`config.mk`:
```
export PLATFORM = sky130hd
export DESIGN_NAME = obod_ram
export DESIGN_NICKNAME = d
export VERILOG_FILES = /design/src/design/obod_ram.sv
export SDC_FILE = /design/constraint.sdc
export NUM_CORES = 1
export LEC_CHECK = 0
export BUFFER_PORTS_ARGS = -buffer_cell sky130_fd_sc_hd__buf_2
export CAP_MARGIN = 0
export CORE_UTILIZATION = 45
export DETAILED_ROUTE_END_ITERATION = 8
export PLACE_DENSITY_LB_ADDON = 0.05
export RECOVER_POWER = 50
export SYNTH_ARGS = -nofsm -noshare
export SYNTH_HDL_FRONTEND = slang
export SYNTH_SLANG_ARGS = --single-unit
```
`constraint.sdc`:
```
create_clock -name clk -period 2.53 [get_ports clk]
set_input_delay 0.506 -clock clk [delete_from_list [all_inputs] [get_ports clk]]
set_output_delay 0.506 -clock clk [all_outputs]
set_load 0.02 [all_outputs]
```
`src/design/obod_ram.sv`:
```
module obod_ram #(
	parameter int WIDTH = 8,
	parameter int DEPTH = 16,
	localparam int AW = (DEPTH > 1) ? $clog2(DEPTH) : 1
) (
	input  logic             clk,
	input  logic             we,
	input  logic [AW-1:0]    waddr,
	input  logic [WIDTH-1:0] wdata,
	input  logic [AW-1:0]    raddr,
	output logic [WIDTH-1:0] rdata
);

	logic [WIDTH-1:0] mem [DEPTH];

	always_ff @(posedge clk) begin
		if (we) begin
			mem[waddr] <= wdata;
		end
		rdata <= mem[raddr];
	end

endmodule

```
==> key figures <==
Outcome
  • Status: finished clean

Hold path
  • Hold Path Stages: 1
  • Hold Path End: mem[5][0]$_DFFE_PP_
  • Min-delay src: wdata[0]
  • Hold Path Class: in2reg

Synthesis
  • Synth area leader: edfxtp_1
  • Synthesized area per cell: about 22 um^2
  • Synth Net Count: ~250
  • Yosys cell types: 19
  • Sequential share of the synthesized area: between 70% and 80%
  • Most used flip-flop cell after synthesis: edfxtp_1
  • Synth Cell Area: 0.00515 mm^2
  • Fraction of registers with async set/reset: 0%
  • Synthesis-stage register bit count: 136
  • Top post-synthesis cells by area: edfxtp_1, mux4_2, mux4_1
  • Share of the synthesized area in the top cell type: between 70% and 80%
  • Mapped Cells: 229
  • Yosys Warn Count: 0
  • EDFF count, synth: between 100 and 150

Setup path
  • R2R depth: 3
  • Crit Path Class: in2reg
  • Worst r2r src: mem[8][3]$_DFFE_PP_
  • R2r endpoint: rdata[3]$_DFF_P_
  • Worst setup SP type: primary input
  • R2R Setup Slk: 1.19 ns
  • Critical Path Sink Type: flop
  • Worst EP required: between 2 and 3 ns
  • Max Fanout on Critical Path: 8
  • Critical path origin: waddr[1]
  • Arr. time, crit path: approximately 1.6 ns

Clock network
  • TritonCTS clock tree: built
  • Clk slew on worst S/H paths: 0.06 ns
  • Clock buffer depth: 2
  • PostCTS Resize Cnt: 0
  • Clock tree root buffer cell: clkbuf_16
  • Clock sinks: 136
  • H-tree Lvls: 4
  • Post-CTS setup buffers: 0
  • Post-CTS Hold Fix Bufs: 0
  • Worst-Skew Late Latency: 0.40 ns
  • CTS buffer count: 17

Global route
  • First-pass GRT wire length: between 10000 and 15000 um
  • Global Route Usage Sum: 18.3%
  • Gr ovfl total: 0
  • Largest net degree at the start of global routing: 33
  • Initial antenna violation count: 0
  • Vias in the first global route: between 2000 and 2500

Routing
  • Final wirelength: around 10000 um
  • DRC Markers: 0
  • DR WL/cell: approximately 22 um
  • DR vias/cell: 5.59
  • Drt pass-1 iters: 4
  • Drt initial violations: 148
  • Via count: 2436
  • Final ANT Viol Nets: 0

Cells and area
  • Area growth from synthesis to layout: 18.5%
  • ANT cells: 0
  • Nets: 301
  • Layout cells sized above 1: 28.4%
  • Fin cells: about 440

STA
  • Worst clock skew: 0.00702 ns
  • Final setup vio count: 0
  • Unrepaired setup endpoints after global routing: false
  • Rel. slew slack: 49.0%
  • Final TNS setup: 0 ns
  • Max Fclk: 634 MHz
  • Crit path time final: between 1.5 and 2 ns
  • Slew Viols, Final: 0
  • Slew at the pin closest to its max-slew limit: around 0.76 ns
  • Part of the cycle the worst path needs: 62.4%
  • Final Hold Viols: 0

Floorplanning
  • Io pins: 26
  • Die span in y: 109 um
  • Row count: 38
  • Total Die Area: 0.0119 mm^2
  • Core Box Area: 0.0110 mm^2
  • Starting Density: a little under half
  • Die X: 109 um

Pwr
  • Peak VDD IR: 0.404 mV
  • Clock power frac: 46.1%
  • LEAKAGE: between 2 and 2.5 nW
  • Design Power: roughly 5.2 mW
  • Register share of total power: around 50%
  • Logic pwr share: 4.8%
  • Switch share: 21.1%
  • P_int: 4.07 mW
  • Power Dens Cells: 846 mW/mm^2
  • Sw power: between 1 and 1.5 mW

Placement
  • RD Place Congestion: 0.730
  • PortBufs: 25
  • Hpwl dp: 5990 um
  • Cell total after placement: slightly above 400

Run
  • Max Cap Viol: 0
[through the flow]
step	area [um^2]	utilization, %	worst slack (ns)	hold WS (ns)
finish	6100	55.5	0.952	0.644
global route	6100	55.5	0.880	0.650
CTS	6110	55.7	0.962	0.473
detailed placement	5540	50.4	0.535	0.662
global placement	5540	50.4	0.505	0.659
floorplan	5150	-	0.531	0.605
[how the worst max path moves through the flow]
stage,slack (ns),cells after the start,end
final,0.95,4,mem[15][5]$_DFFE_PP_
after global placement,0.51,5,rdata[3]$_DFF_P_
after floorplan,0.53,2,mem[0][0]$_DFFE_PP_
after detailed placement,0.53,5,rdata[3]$_DFF_P_
after global routing,0.88,5,rdata[3]$_DFF_P_
after CTS,0.96,5,rdata[3]$_DFF_P_
[per-layer routing]
layer	global-route usage, %	share of wire (%)	vias up
met1	26.5	49	1271
li1	-	-	1090
met3	4.66	3.8	7
met2	27.0	47	68
met4	6.76	0.86	0
met5	0	0	-
[cell families after synthesis]
logic type	after synthesis	synth area share [%]
buffers and inverters	10	1.68
and+or+nand+nor	35	3.18
DFF	136	77.8
muxes	32	15.0
AOI/OAI and AO/OA	16	2.33
[critical path, stage by stage]
cell and delay [ns]:
clkbuf_1 0.25, nand2_1 0.20, nor2_1 0.14, clkbuf_1 0.51
[synth_stat cells (all sizes together), types with 2 or more instances]
cell type and n:
mux4 32, nand2b 2, nand2 9, a22oi 16
nor3 4, clkdlybuf4s25 3, nand3b 2, edfxtp 128
nor2 13, buf 7, dfxtp 8
[placed cells by master, fill, tap and decap left out]
cell type	netlist	layout
nand2_1	9	9
nand3b_1	2	2
and2b_1	1	1
nor2b_1	1	1
buf_12	0	2
clkbuf_1	0	10
clkbuf_16	0	17
nand3_1	1	1
clkinv_1	0	2
nor2_1	13	13
dfxtp_1	8	8
nand2b_1	2	2
clkinv_4	0	4
mux4_2	18	18
clkinv_2	0	2
edfxtp_1	128	128
or3b_2	1	1
buf_2	3	16
a22oi_1	16	16
mux4_1	14	14
and2_1	1	1
nor3_1	4	4
clkinvlp_4	0	3
bufinv_16	0	2
buf_4	1	17
inv_6	0	2
[power by group through the flow]
stage	Clock [mW]	Sequential, mW	Combinational, mW
floorplan	0	2.60	0.128
global placement	0	2.58	0.250
detailed placement	0	2.58	0.253
CTS	2.43	2.53	0.253
global route	2.51	2.54	0.268
finish	2.38	2.53	0.246
[area by class of cell]
class | instances | area [um^2]
clock buffers | 17 | 425
multi-input cells | 83 | 1060
clock inverters | 15 | 153
fillers | 851 | 4880
well taps | 140 | 175
repair buffers | 45 | 285
flip-flops and latches | 136 | 4000
[sequential cells by signal, summed over array words and instances, names as in the netlist]
name,cells
mem,128
rdata,8
(Power assumes the default switching activity.)
